--- src/rtl/lfrs_pkg.sv ---
// Package for the line follower route sequencer.
// Holds motor command codes, phase codes, leg codes and the result type.
// No dependencies.
package lfrs_pkg;

  localparam int TICK_BITS_DEF = 10;
  localparam int CFG_W         = 10;
  localparam int CMD_W         = 3;
  localparam int PHASE_W       = 4;

  localparam logic [CFG_W-1:0] TURN_LEAD_RESET = 10'd100;
  localparam logic [CFG_W-1:0] REVERSE_RESET   = 10'd50;

  localparam logic CFG_TURN_LEAD = 1'b0;
  localparam logic CFG_REVERSE   = 1'b1;

  localparam logic [CMD_W-1:0] CMD_STOP  = 3'd0;
  localparam logic [CMD_W-1:0] CMD_FWD   = 3'd1;
  localparam logic [CMD_W-1:0] CMD_LEFT  = 3'd2;
  localparam logic [CMD_W-1:0] CMD_RIGHT = 3'd3;
  localparam logic [CMD_W-1:0] CMD_BACK  = 3'd4;

  localparam logic [1:0] LEG_RIGHT    = 2'd1;
  localparam logic [1:0] LEG_STRAIGHT = 2'd2;
  localparam logic [1:0] LEG_LEFT     = 2'd3;

  localparam logic [PHASE_W-1:0] PH_IDLE   = 4'd0;
  localparam logic [PHASE_W-1:0] PH_SEEK1  = 4'd1;
  localparam logic [PHASE_W-1:0] PH_CROSS1 = 4'd2;
  localparam logic [PHASE_W-1:0] PH_LEAD   = 4'd3;
  localparam logic [PHASE_W-1:0] PH_SPIN0  = 4'd4;
  localparam logic [PHASE_W-1:0] PH_SPIN1  = 4'd5;
  localparam logic [PHASE_W-1:0] PH_SPIN2  = 4'd6;
  localparam logic [PHASE_W-1:0] PH_SPIN3  = 4'd7;
  localparam logic [PHASE_W-1:0] PH_SEEK2  = 4'd8;
  localparam logic [PHASE_W-1:0] PH_CROSS2 = 4'd9;
  localparam logic [PHASE_W-1:0] PH_BACK   = 4'd10;
  localparam logic [PHASE_W-1:0] PH_FSPIN0 = 4'd11;
  localparam logic [PHASE_W-1:0] PH_FSPIN1 = 4'd12;
  localparam logic [PHASE_W-1:0] PH_FSPIN2 = 4'd13;
  localparam logic [PHASE_W-1:0] PH_FSPIN3 = 4'd14;

  typedef struct packed {
    logic [CMD_W-1:0] motor_cmd;
    logic [1:0]       station;
    logic             busy_res;
  } res_t;

  function automatic logic [CMD_W-1:0] track_cmd(input logic l, input logic r);
    if (l == r) begin
      return CMD_FWD;
    end
    return l ? CMD_LEFT : CMD_RIGHT;
  endfunction

  function automatic logic spin_done(input logic [1:0] step, input logic right_spin,
                                     input logic l, input logic r);
    logic first;
    logic second;
    logic s;
    first  = right_spin ? l : r;
    second = right_spin ? r : l;
    s      = step[1] ? second : first;
    return s == ~step[0];
  endfunction

endpackage

--- src/rtl/line_follower_route_sequencer.sv ---
// Line follower route sequencer: top level, phase sequencer and output skid stage.
// Depends on lfrs_pkg.
// The two-entry output stage (out_r, skid_r) registers each accepted result.
// Throughput: one transaction per cycle unless in_stall; skid entry absorbs stalls.
// Reset (rst_n low, synchronous): idle at station A, registers back to 100 and 50.
module line_follower_route_sequencer
  import lfrs_pkg::*;
#(
  parameter int TICK_BITS = TICK_BITS_DEF
) (
  input  logic              clk,
  input  logic              rst_n,
  input  logic              cfg_we,
  input  logic              cfg_index,
  input  logic [CFG_W-1:0]  cfg_data,
  input  logic              in_valid,
  output logic              in_stall,
  input  logic              in_left_sensor,
  input  logic              in_right_sensor,
  input  logic              in_tick,
  input  logic              in_request,
  input  logic [1:0]        in_destination,
  output logic              out_valid,
  input  logic              out_stall,
  output logic [CMD_W-1:0]  out_motor_cmd,
  output logic [1:0]        out_station,
  output logic              out_busy_res
);

  logic [CFG_W-1:0]     turn_lead_r;
  logic [CFG_W-1:0]     reverse_r;
  logic [PHASE_W-1:0]   phase_r, phase_nxt;
  logic [1:0]           station_r, station_nxt;
  logic [1:0]           target_r, target_nxt;
  logic [1:0]           leg_r, leg_nxt;
  logic [TICK_BITS-1:0] count_r, count_nxt;

  res_t res;
  res_t out_r;
  res_t skid_r;
  logic out_valid_r;
  logic skid_valid_r;
  logic accept;
  logic out_take;
  logic both;
  logic right_turn;
  logic [PHASE_W-1:0] spin_off;
  logic [PHASE_W-1:0] fspin_off;
  logic [CMD_W-1:0]   cmd;

  assign accept   = in_valid && !skid_valid_r;
  assign out_take = out_valid_r && !out_stall;
  assign in_stall = skid_valid_r;

  always_comb begin
    phase_nxt   = phase_r;
    station_nxt = station_r;
    target_nxt  = target_r;
    leg_nxt     = leg_r;
    count_nxt   = count_r;
    cmd         = CMD_STOP;
    both        = in_left_sensor && in_right_sensor;
    right_turn  = (leg_r == LEG_RIGHT);
    spin_off    = phase_r - PH_SPIN0;
    fspin_off   = phase_r - PH_FSPIN0;
    case (phase_r)
      PH_IDLE: begin
        if (in_request && in_destination != station_r) begin
          target_nxt = in_destination;
          leg_nxt    = in_destination - station_r;
          phase_nxt  = PH_SEEK1;
        end
      end
      PH_SEEK1, PH_SEEK2: begin
        cmd = track_cmd(in_left_sensor, in_right_sensor);
        if (both) begin
          phase_nxt = phase_r + PHASE_W'(1);
        end
      end
      PH_CROSS1: begin
        if (both) begin
          cmd = CMD_FWD;
        end else if (leg_r == LEG_RIGHT || leg_r == LEG_LEFT) begin
          count_nxt = TICK_BITS'(turn_lead_r);
          phase_nxt = PH_LEAD;
        end else begin
          phase_nxt = PH_SEEK2;
        end
      end
      PH_CROSS2: begin
        if (both) begin
          cmd = CMD_FWD;
        end else begin
          station_nxt = target_r;
          count_nxt   = TICK_BITS'(reverse_r);
          phase_nxt   = PH_BACK;
        end
      end
      PH_LEAD: begin
        if (count_r == '0) begin
          cmd       = right_turn ? CMD_RIGHT : CMD_LEFT;
          phase_nxt = PH_SPIN0;
        end else begin
          cmd = track_cmd(in_left_sensor, in_right_sensor);
          if (in_tick) begin
            count_nxt = count_r - TICK_BITS'(1);
          end
        end
      end
      PH_SPIN0, PH_SPIN1, PH_SPIN2, PH_SPIN3: begin
        cmd = right_turn ? CMD_RIGHT : CMD_LEFT;
        if (spin_done(spin_off[1:0], right_turn, in_left_sensor, in_right_sensor)) begin
          phase_nxt = (phase_r == PH_SPIN3) ? PH_SEEK2 : phase_r + PHASE_W'(1);
        end
      end
      PH_BACK: begin
        if (count_r == '0) begin
          cmd       = CMD_RIGHT;
          phase_nxt = PH_FSPIN0;
        end else begin
          cmd = CMD_BACK;
          if (in_tick) begin
            count_nxt = count_r - TICK_BITS'(1);
          end
        end
      end
      PH_FSPIN0, PH_FSPIN1, PH_FSPIN2, PH_FSPIN3: begin
        cmd = CMD_RIGHT;
        if (spin_done(fspin_off[1:0], 1'b1, in_left_sensor, in_right_sensor)) begin
          if (phase_r == PH_FSPIN3) begin
            cmd       = CMD_STOP;
            phase_nxt = PH_IDLE;
          end else begin
            phase_nxt = phase_r + PHASE_W'(1);
          end
        end
      end
      default: begin
        phase_nxt = PH_IDLE;
      end
    endcase
    res.motor_cmd = cmd;
    res.station   = station_nxt;
    res.busy_res  = (phase_nxt != PH_IDLE);
  end

  always_ff @(posedge clk) begin
    if (!rst_n) begin
      turn_lead_r <= TURN_LEAD_RESET;
      reverse_r   <= REVERSE_RESET;
    end else if (cfg_we) begin
      if (cfg_index == CFG_TURN_LEAD) begin
        turn_lead_r <= cfg_data;
      end else begin
        reverse_r <= cfg_data;
      end
    end
  end

  always_ff @(posedge clk) begin
    if (!rst_n) begin
      phase_r   <= PH_IDLE;
      station_r <= 2'd0;
      target_r  <= 2'd0;
      leg_r     <= 2'd0;
      count_r   <= '0;
    end else if (accept) begin
      phase_r   <= phase_nxt;
      station_r <= station_nxt;
      target_r  <= target_nxt;
      leg_r     <= leg_nxt;
      count_r   <= count_nxt;
    end
  end

  // hold the result while stalled; park a second transaction in the skid entry
  always_ff @(posedge clk) begin
    if (!rst_n) begin
      out_valid_r  <= 1'b0;
      skid_valid_r <= 1'b0;
    end else if (!out_valid_r || out_take) begin
      if (skid_valid_r) begin
        out_valid_r  <= 1'b1;
        skid_valid_r <= 1'b0;
      end else begin
        out_valid_r <= accept;
      end
    end else if (accept) begin
      skid_valid_r <= 1'b1;
    end
  end

  always_ff @(posedge clk) begin
    if (!out_valid_r || out_take) begin
      out_r <= skid_valid_r ? skid_r : res;
    end else if (accept) begin
      skid_r <= res;
    end
  end

  assign out_valid     = out_valid_r;
  assign out_motor_cmd = out_r.motor_cmd;
  assign out_station   = out_r.station;
  assign out_busy_res  = out_r.busy_res;

endmodule

--- config.mk ---
export PLATFORM = sky130hd
export DESIGN_NAME = line_follower_route_sequencer
export DESIGN_NICKNAME = d
export VERILOG_FILES = /design/src/rtl/lfrs_pkg.sv /design/src/rtl/line_follower_route_sequencer.sv
export SDC_FILE = /design/constraint.sdc
export NUM_CORES = 1
export LEC_CHECK = 0
export ABC_AREA = 1
export BUFFER_PORTS_ARGS = -buffer_cell sky130_fd_sc_hd__buf_2
export CAP_MARGIN = 20
export CORE_UTILIZATION = 54
export DETAILED_ROUTE_END_ITERATION = 6
export PLACE_DENSITY = 0.84
export SETUP_SLACK_MARGIN = 0.1
export SLEW_MARGIN = 40
export SYNTH_ARGS = -nofsm -noshare
export SYNTH_HDL_FRONTEND = slang
export SYNTH_SLANG_ARGS = --single-unit
export TNS_END_PERCENT = 30
--- constraint.sdc ---
create_clock -name clk -period 2.28 [get_ports clk]
set_clock_uncertainty 0.15 [all_clocks]
set_input_delay 0.684 -clock clk [delete_from_list [all_inputs] [get_ports clk]]
set_output_delay 0.684 -clock clk [all_outputs]
set_load 0.01 [all_outputs]
==> results of run 1 <==
-- layer usage --
layer / global-route usage (%) / routed length [um]
met5: 0 / 0
met4: 13.2 / 286
met3: 4.89 / 375
met2: 48.5 / 4090
met1: 32.5 / 3490
-- synthesized netlist by cell type (2+ instances only) --
library cell	instances	area, um2
a211oi_1	3	22.5
inv_2	7	26.3
nand2_4	4	45.0
inv_4	2	12.5
o21ai_0	39	195
a21oi_1	28	140
clkbuf_1	5	18.8
nor2_1	50	188
ha_1	9	113
nor2_4	4	45.0
dfxtp_1	42	841
o211ai_1	8	60.1
clkinv_1	2	7.51
buf_6	2	22.5
o21ai_2	3	26.3
nor2_2	2	12.5
o311ai_0	2	17.5
nand4_1	4	25.0
edfxtp_1	12	360
buf_2	4	20.0
a21oi_2	2	17.5
nand3_1	42	210
inv_1	50	188
nor2_8	2	40.0
nand2_2	5	31.3
o22ai_1	2	12.5
nand2_1	119	447
-- how the worst max path moves through the flow --
stage	start	endpoint	slack, ns	depth (start not counted)
floorplan	phase_r[1]	skid_r[0]	0.13	13
global placement	in_left_sensor	skid_r[0]	-0.06	10
detailed placement	in_left_sensor	skid_r[0]	-0.13	10
CTS	phase_r[3]	skid_r[0]	0.11	10
global route	phase_r[0]	out_busy_res	0.05	13
finish	phase_r[0]	skid_r[0]	0.15	12
-- placed cells by master (no fill, tap or decap), types with 9 or more instances in the layout --
cell type  instances
a21oi_1           27
buf_2             27
buf_4             27
dfxtp_1           38
edfxtp_1          12
inv_1             47
nand2_1          107
nand2_2           12
nand2_4            9
nand3_1           35
nor2_1            44
o21ai_0           38
-- registers in the layout, summed over array words and instances, names as in the netlist --
name and flops:
count_r 10, in_stall 1, leg_r 2, out_busy_res 1, out_motor_cmd 3, out_station 2
out_valid 1, phase_r 4, reverse_r 10, skid_r 6, station_r 2, target_r 2
turn_lead_r 10
-- layout make-up --
cell class / count / area [um2]
tap: 75 / 93.8
multi-input combinational: 339 / 1950
inverter: 62 / 260
fill: 509 / 1920
timing repair buffer: 56 / 360
sequential: 54 / 1210
clock inverter: 3 / 16.3
clock buffer: 5 / 68.8
-- cells by family (layout without fill, tap and decap cells) --
group / after synthesis / after routing / synth area share [%]
AND/OR/NAND/NOR: 236 / 236 / 32.9
AO/OA/AOI/OAI: 93 / 93 / 16.9
buffers and inverters: 75 / 126 / 10.1
flip-flops: 54 / 54 / 36.5
adder cells (fa/ha/maj): 9 / 9 / 3.42
XOR/XNOR: 1 / 1 / 0.266
-- worst max-delay path: stages (launching register included) --
cell	delay, ns
dfxtp_4	0.40
inv_6	0.05
ha_4	0.31
inv_4	0.05
nand2_4	0.08
nand2_4	0.06
nand2_4	0.08
nand3_1	0.07
nand3_1	0.09
nand2_1	0.07
a21oi_2	0.16
nand2_2	0.09
or2_1	0.22
-- power by group --
group / leakage (nW) / switching (mW) / internal [mW]
clock: 0.0432 / 0.321 / 0.212
combinational: 1.34 / 0.502 / 0.327
sequential: 0.469 / 0.0530 / 1.06
-- timing repair --
item,CTS,global route
pin swaps,2,20
gates resized for setup,5,55
hold buffers,0,0
setup endpoints to repair,2,23
setup buffers,0,4
==> results.md, run 1 <==
Status:
- The flow ran to the end, and the final reports show no timing, DRC or antenna violations.

Route:
- The final routed wire length divided by cell count is 13.9 um.
- The routed wire length is 8.23 mm.
- The count of nets left with antenna violations once routing finished came out at 0.
- The first detailed-routing pass ran for 4 iterations.
- The count of routing violations after the opening detailed-route iteration is 188.
- The post-detailed-route via-to-cell ratio is 5.45.
- After detailed routing, the number of remaining DRC violations is 0.
- The routed layout has 3,238 vias.

Global routing:
- The first global-routing pass estimated 13.7 mm of wire.
- The initial antenna violation count is 0.
- Entering global routing, the biggest net connects 33 pins.
- The via count of the first global-routing pass came to 3,097.
- The total congestion overflow after global routing is 0.
- The overall routing resource usage is 27.7%.

Synthesis:
- The average size of a mapped cell is 7.04 um2.
- For this run, the number of Yosys warnings is 0.
- Summing every instance area after synthesis gives 0.00329 mm2.
- The number of enable-type register cells in the synthesized netlist is 12.
- In the synthesized netlist, the number of instances is 468.
- The proportion of synthesized chip area in sequential cells is 36.5%.
- The proportion of register bits with asynchronous set or reset after synthesis is 0%.
- In this run, synthesis produced a sequential element count of 54.
- The number of nets in the synthesized netlist is 499.
- The count of unique library cells instantiated by Yosys is 41.
- The most instantiated flip-flop cell in the synthesis netlist is dfxtp_1.

Floorplanning:
- The standard-cell row count is 28.
- In this run the horizontal extent of the chip is 80.1 um.
- 30 I/O pins were placed.
- The initial utilization of the core area, before any placement, comes to 56.0%.
- The core area is 0.00589 mm2.
- The die is 80.1 um tall.
- The die footprint is 0.00642 mm2.

Pwr:
- Overall power consumption after layout is estimated at 2.48 mW.
- The leakage power summed over all cells is 1.85 nW.
- The highest ir drop seen on vdd is 0.344 mV.
- In this run the power density over the cells is 625 mW/mm2.

STA:
- The fmax is 469 MHz.
- The final worst hold slack is 0.315 ns.
- The worst pin sits at a relative slew slack of 74.6%.
- Setup violations remaining at the end of the flow were counted as 0.
- The smallest setup slack after layout is 0.149 ns.
- Setup repair after global routing could not meet its margin everywhere.
- The final critical path takes up 93.5% of the cycle.
- The final-report max-slew violation count is 0.
- The final critical path time including I/O delays and setup is 2.13 ns.
- The post-route setup TNS is 0 ns.
- The total count of hold-check failures in the final report was 0.
- The transition time at the pin with the least slew margin is 0.379 ns.

Clocking:
- The clock slew seen by the registers of the worst setup and hold paths is 0.10 ns.
- The cell at the root of the clock tree is clkbuf_8.
- The number of levels the H-tree was split into is 2.
- TritonCTS created 5 clock buffers.
- The number of buffers on the longest clock path is 2.
- The clock insertion delay at the later pin of the skew report is 0.31 ns.
- The number of clock sinks seen by CTS is 54.
- The CTS tree is built.

Place:
- Port buffering added 29 buffers.
- In this run the cell area measured after placement is 0.00365 mm2.
- The number of cells in the design after placement is 582.
- Routability-driven placement finished with a final weighted congestion of 0.907.
- The worst slack at placement is -0.126 ns.
- The HPWL after detailed placement is 6.13 mm.

Min path:
- The path with the worst hold slack has its endpoint at target_r[0].
- The worst hold path begins at target_r[0].
- The worst min-delay path class is register to register.
- The hold-critical path depth is 2.

Cells and area:
- The number of standard cells in the layout, taps in and fillers out is 594.
- The final non-filler cell area is 0.00396 mm2.
- The number of antenna diodes in the final layout is 0.
- Once layout is complete, the utilization of the core stands at 67.3%.
- The area growth from synthesis to layout is 20.2%.
- The number of nets at the end of the flow is 549.
- The fraction of layout cells with a size suffix above 1 is 26.8%.

Critical path:
- STA classifies the critical path startpoint as a register.
- The critical path is of the register to register type.
- The start of the worst register-to-register path is phase_r[0].
- The worst endpoint required time is 2.21 ns.
- In this run the worst path has a maximum fanout of 4.
- Data on the critical path arrives at its endpoint at 2.06 ns.
- The cell depth of the worst flop-to-flop path is 12.
- The kind of end point of the critical path is a register.
- The worst register-to-register path ends at skid_r[0].
- The worst register-to-register path has a setup slack of 0.15 ns.

Job:
- Across the run, the number of max-cap violations was 0.
No activity file was read; power rests on OpenSTA's default activity.
==> run 2, diff against run 1 <==
--- a/config.mk
+++ b/config.mk
@@ -5,12 +5,12 @@
 export SDC_FILE = /design/constraint.sdc
 export NUM_CORES = 1
 export LEC_CHECK = 0
-export ABC_AREA = 1
+export ABC_AREA = 0
 export BUFFER_PORTS_ARGS = -buffer_cell sky130_fd_sc_hd__buf_2
 export CAP_MARGIN = 20
-export CORE_UTILIZATION = 54
+export CORE_UTILIZATION = 53
 export DETAILED_ROUTE_END_ITERATION = 6
-export PLACE_DENSITY = 0.84
+export PLACE_DENSITY = 0.83
 export SETUP_SLACK_MARGIN = 0.1
 export SLEW_MARGIN = 40
 export SYNTH_ARGS = -nofsm -noshare
==> results.md, run 2 <==
Route:
- The number of antenna-violating nets in the routed design is 0 (unchanged).
- The post-detailed-route via-to-cell ratio came to 6.11 (was 5.45).
- The final routed wire length divided by cell count is 17.5 um (was 13.9 um).
- The number of optimization iterations in the first detailed-route pass was 5 (was 4).
- The routed via count is 3,330 (was 3,238).
- The final routed DRC violation total is 0 (unchanged).
- The routed wire length was 9.54 mm (was 8.23 mm).
- The count of routing violations after the opening detailed-route iteration is 228 (was 188).

Floorplanning:
- The height of the die is 78.6 um (was 80.1 um).
- The effective utilization at floorplan is 55.7% (was 56.0%).
- The core area is 0.00557 mm2 (was 0.00589 mm2).
- The die width is 78.6 um (was 80.1 um).
- The die footprint came to 0.00617 mm2 (was 0.00642 mm2).
- The standard-cell row count is 27 (was 28).
- The top-level I/O count is 30 (unchanged).

Job:
- The reported max-cap violation count is 0 (unchanged).

Clocking:
- The cell at the root of the clock tree is clkbuf_8 (unchanged).
- The number of clock sinks seen by CTS is 54 (unchanged).
- The CTS tree is built (unchanged).
- The clock slew seen by the registers of the worst setup and hold paths is 0.10 ns (about the same).
- The number of buffers added to fix hold violations after cts was 0 (unchanged).
- The TritonCTS buffer count is 5 (unchanged).
- The number of levels the H-tree was split into came to 2 (unchanged).
- The clock insertion delay at the later pin of the skew report is 0.31 ns (about the same).
- The number of buffers on the longest clock path is 2 (unchanged).

Synthesis:
- The combinational family with the most area after synthesis is simple AND/OR/NAND/NOR gates (unchanged).
- The number of enable-type register cells in the synthesized netlist is 12 (unchanged).
- Commonest cells post-synth: nand2_1 (63), dfxtp_1 (42), nor2_1 (40), clkbuf_1 (26), a21oi_1 (25) (was nand2_1 (119), inv_1 (50), nor2_1 (50), dfxtp_1 (42), nand3_1 (42)).
- The xor/xnor share of the synthesized area was 1.97% (was 0.266%).
- The average size of a mapped cell is 8.15 um2 (was 7.04 um2).
- The netlist area before placement was 0.00311 mm2 (was 0.00329 mm2).
- Biggest area contributors in the synthesized netlist: dfxtp_1 (27%), edfxtp_1 (12%), nand2_1 (7.6%), nor2_1 (4.8%), a21oi_1 (4.0%) (was dfxtp_1 (26%), nand2_1 (14%), edfxtp_1 (11%), nand3_1 (6.4%), o21ai_0 (5.9%)).
- The number of storage elements in the synthesis netlist is 54 (unchanged).
- The most instantiated flip-flop cell in the synthesis netlist is dfxtp_1 (unchanged).
- The area fraction of the dominant cell type after synthesis is 27.1% (was 25.5%).
- The proportion of register bits with asynchronous set or reset after synthesis is 0% (unchanged).
- The count of unique library cells instantiated by Yosys is 59 (was 41).
- The proportion of synthesized chip area in sequential cells is 38.7% (was 36.5%).
- The adder and majority cell fraction of the synthesized area came to 3.62% (was 3.42%).
- The net count of the mapped netlist came to 412 (was 499).
- The number of warnings reported in the yosys synthesis log is 0 (unchanged).
- The synthesized instance count is 381 (was 468).
- The most numerous cell in the Yosys netlist is nand2_1 (unchanged).
- The top cell type by total area after synthesis is dfxtp_1 (unchanged).
- The fraction of synthesized area in multiplexers is 4.47% (was 0%).
- The area fraction in and, or, nand and nor cells after synthesis is 26.3% (was 32.9%).
- The share of the synthesized area in compound gates (AO/OA/AOI/OAI) is 20.1% (was 16.9%).

Cells and area:
- The most frequent standard cell in the layout excluding fill and tap cells is buf_4 (was nand2_1).
- The area growth from synthesis to layout is 36.8% (was 20.2%).
- The number of nets at the end of the flow came to 503 (was 549).
- Most frequent cells in the layout: buf_4 (75), nand2_1 (62), dfxtp_1 (38) (was nand2_1 (107), inv_1 (47), nor2_1 (44)).
- Largest regs: count_r x10, reverse_r x10, turn_lead_r x10 (unchanged).
- The final non-filler cell area is 0.00425 mm2 (was 0.00396 mm2).
- The number of standard cells in the layout, taps in and fillers out is 545 (was 594).
- The fraction of layout cells with a size suffix above 1 is 38.7% (was 26.8%).
- The final antenna diode count was 0 (unchanged).
- The number of filler cells placed in the layout is 384 (was 509).

Critical path:
- The worst endpoint required time is 2.20 ns (was 2.21 ns).
- The kind of end point of the critical path is a register (unchanged).
- The type of the worst setup path is register to register (unchanged).
- The slack of the worst reg-to-reg path is -0.49 ns (was 0.15 ns).
- The cell depth of the worst flop-to-flop path came to 9 (was 12).
- The start of the worst register-to-register path was phase_r[0] (unchanged).
- The largest fanout on the critical path is 3 (was 4).
- The worst reg2reg path endpoint was out_busy_res (was skid_r[0]).
- The startpoint type of the worst setup path is a register (unchanged).
- The data arrival time of the worst path is 2.69 ns (was 2.06 ns).

STA:
- The final critical path time including I/O delays and setup is 2.77 ns (was 2.13 ns).
- The tightest slew margin relative to the limit came to 55.7% (was 74.6%).
- Setup repair after global routing missed its margin: yes (unchanged).
- The smallest setup slack after layout is -0.489 ns (was 0.149 ns).
- The share of the cycle needed by the critical path after routing is 121% (was 93.5%).
- The final-report max-slew violation count came to 0 (unchanged).
- The fmax was 361 MHz (was 469 MHz).
- The transition time at the pin with the least slew margin is 0.663 ns (was 0.379 ns).
- The final setup violation count was 20 (was 0).
- The total count of hold-check failures in the final report is 0 (unchanged).

Min path:
- The sink of the worst hold path is turn_lead_r[0] (was target_r[0]).
- The hold-critical path depth is 2 (unchanged).
- The startpoint of the most critical hold path is turn_lead_r[0] (was target_r[0]).
- The worst min-delay path class is register to register (unchanged).

Global routing:
- The first-pass GRT wire length is 14.5 mm (was 13.7 mm).
- The via count of the first global-routing pass is 3,079 (was 3,097).
- The initial antenna violation count came to 0 (unchanged).
- The largest net degree at the start of global routing was 24 (was 33).
- The total congestion overflow after global routing is 0 (unchanged).
- The overall routing resource usage is 30.1% (was 27.7%).

Pwr:
- The power per cell area is 596 mW/mm2 (was 625 mW/mm2).
- The highest ir drop seen on vdd is 0.475 mV (was 0.344 mV).
- The leakage power summed over all cells is 1.75 nW (was 1.85 nW).

Place:
- The routability-driven placement congestion ratio is 0.917 (was 0.907).
- The number of cells in the design after placement is 523 (was 582).
- The post-detailed-placement cell area was 0.00381 mm2 (was 0.00365 mm2).
- The HPWL reported at the end of detailed placement is 6.26 mm (was 6.13 mm).
- The count of buffers from port buffering is 29 (unchanged).

Status:
- Run status: finished, violations left (was completed).
- The checks that failed: setup timing.
-- run 2: changes by cell type after synthesis, moves of 9 or more --
cell,delta
nand2_1,-56
inv_1,-43
nand3_1,-32
o21ai_0,-32
clkbuf_1,+21
nor2b_1,+11
a22oi_1,+10
nor2_1,-10
nor3_1,+9
-- run 2: logic make-up (layout without fill, tap and decap cells) --
logic type | after synthesis | count (layout)
DFF | 54 | 54
adders and majority gates | 9 | 9
buffers and inverters | 38 | 128
AOI/OAI and AO/OA | 93 | 93
and+or+nand+nor | 167 | 169
xor gates and xnor gates | 7 | 7
muxes | 13 | 13
-- run 2: worst max path at each step --
stage / start / to / slack [ns] / depth (start not counted)
floorplan: phase_r[0] / out_busy_res / -0.42 / 9
detailed placement: in_left_sensor / out_busy_res / -0.76 / 10
CTS: phase_r[0] / out_busy_res / -0.40 / 10
global placement: in_left_sensor / out_busy_res / -0.66 / 10
global route: phase_r[0] / out_busy_res / -0.57 / 10
finish: phase_r[0] / out_busy_res / -0.49 / 9
-- run 2: timing repair --
item                       4_1_cts  5_1_grt
pin swaps                       16       15
setup endpoints to repair       23       26
gates cloned                     2        0
buffers inserted                 8        6
gates resized for setup         26       31
-- run 2: per-stage QoR --
step	setup TNS (ns)	setup WS, ns	utilization [%]	power, mW	hold slack, ns
finish	-3.22	-0.489	76.3	2.53	0.313
global route	-4.83	-0.572	76.3	2.65	0.331
detailed placement	-7.05	-0.756	68.4	1.83	0.297
global placement	-8.43	-0.661	68.3	1.81	0.294
floorplan	-2.87	-0.421	-	1.53	0.286
CTS	-2.52	-0.399	73.2	2.42	0.310
-- run 2: per-layer routing --
metal / part of all wire (%) / wire, um / global-route usage, %
met3: 6.5 / 620 / 5.23
met2: 51 / 4910 / 53.4
met5: 0 / 0 / 0
met1: 39 / 3760 / 36.5
met4: 2.7 / 255 / 9.81
-- run 2: report_power, final --
group,switching (mW),total (mW),internal (mW)
clock network,0.319,0.537,0.218
registers,0.0326,1.08,1.05
logic,0.474,0.920,0.446
-- run 2: worst max-delay path, stage by stage (launching register included) --
cell and delay (ns):
dfxtp_2 0.36, clkinvlp_4 0.13, buf_6 0.14, ha_4 0.14, and3b_2 0.21, or4_4 0.49, and3_4 0.18, nor4_4 0.22
nand4_1 0.18, mux2_4 0.32
-- run 2: area by class of cell --
class	instances	area [um2]	share of cell area, %
repair buffers	110	776	18.3
inverters	10	41.3	0.971
well taps	72	90.1	2.12
flip-flops and latches	54	1210	28.4
clock inverters	2	13.8	0.324
multi-input cells	291	2050	48.2
clock buffers	6	72.6	1.71
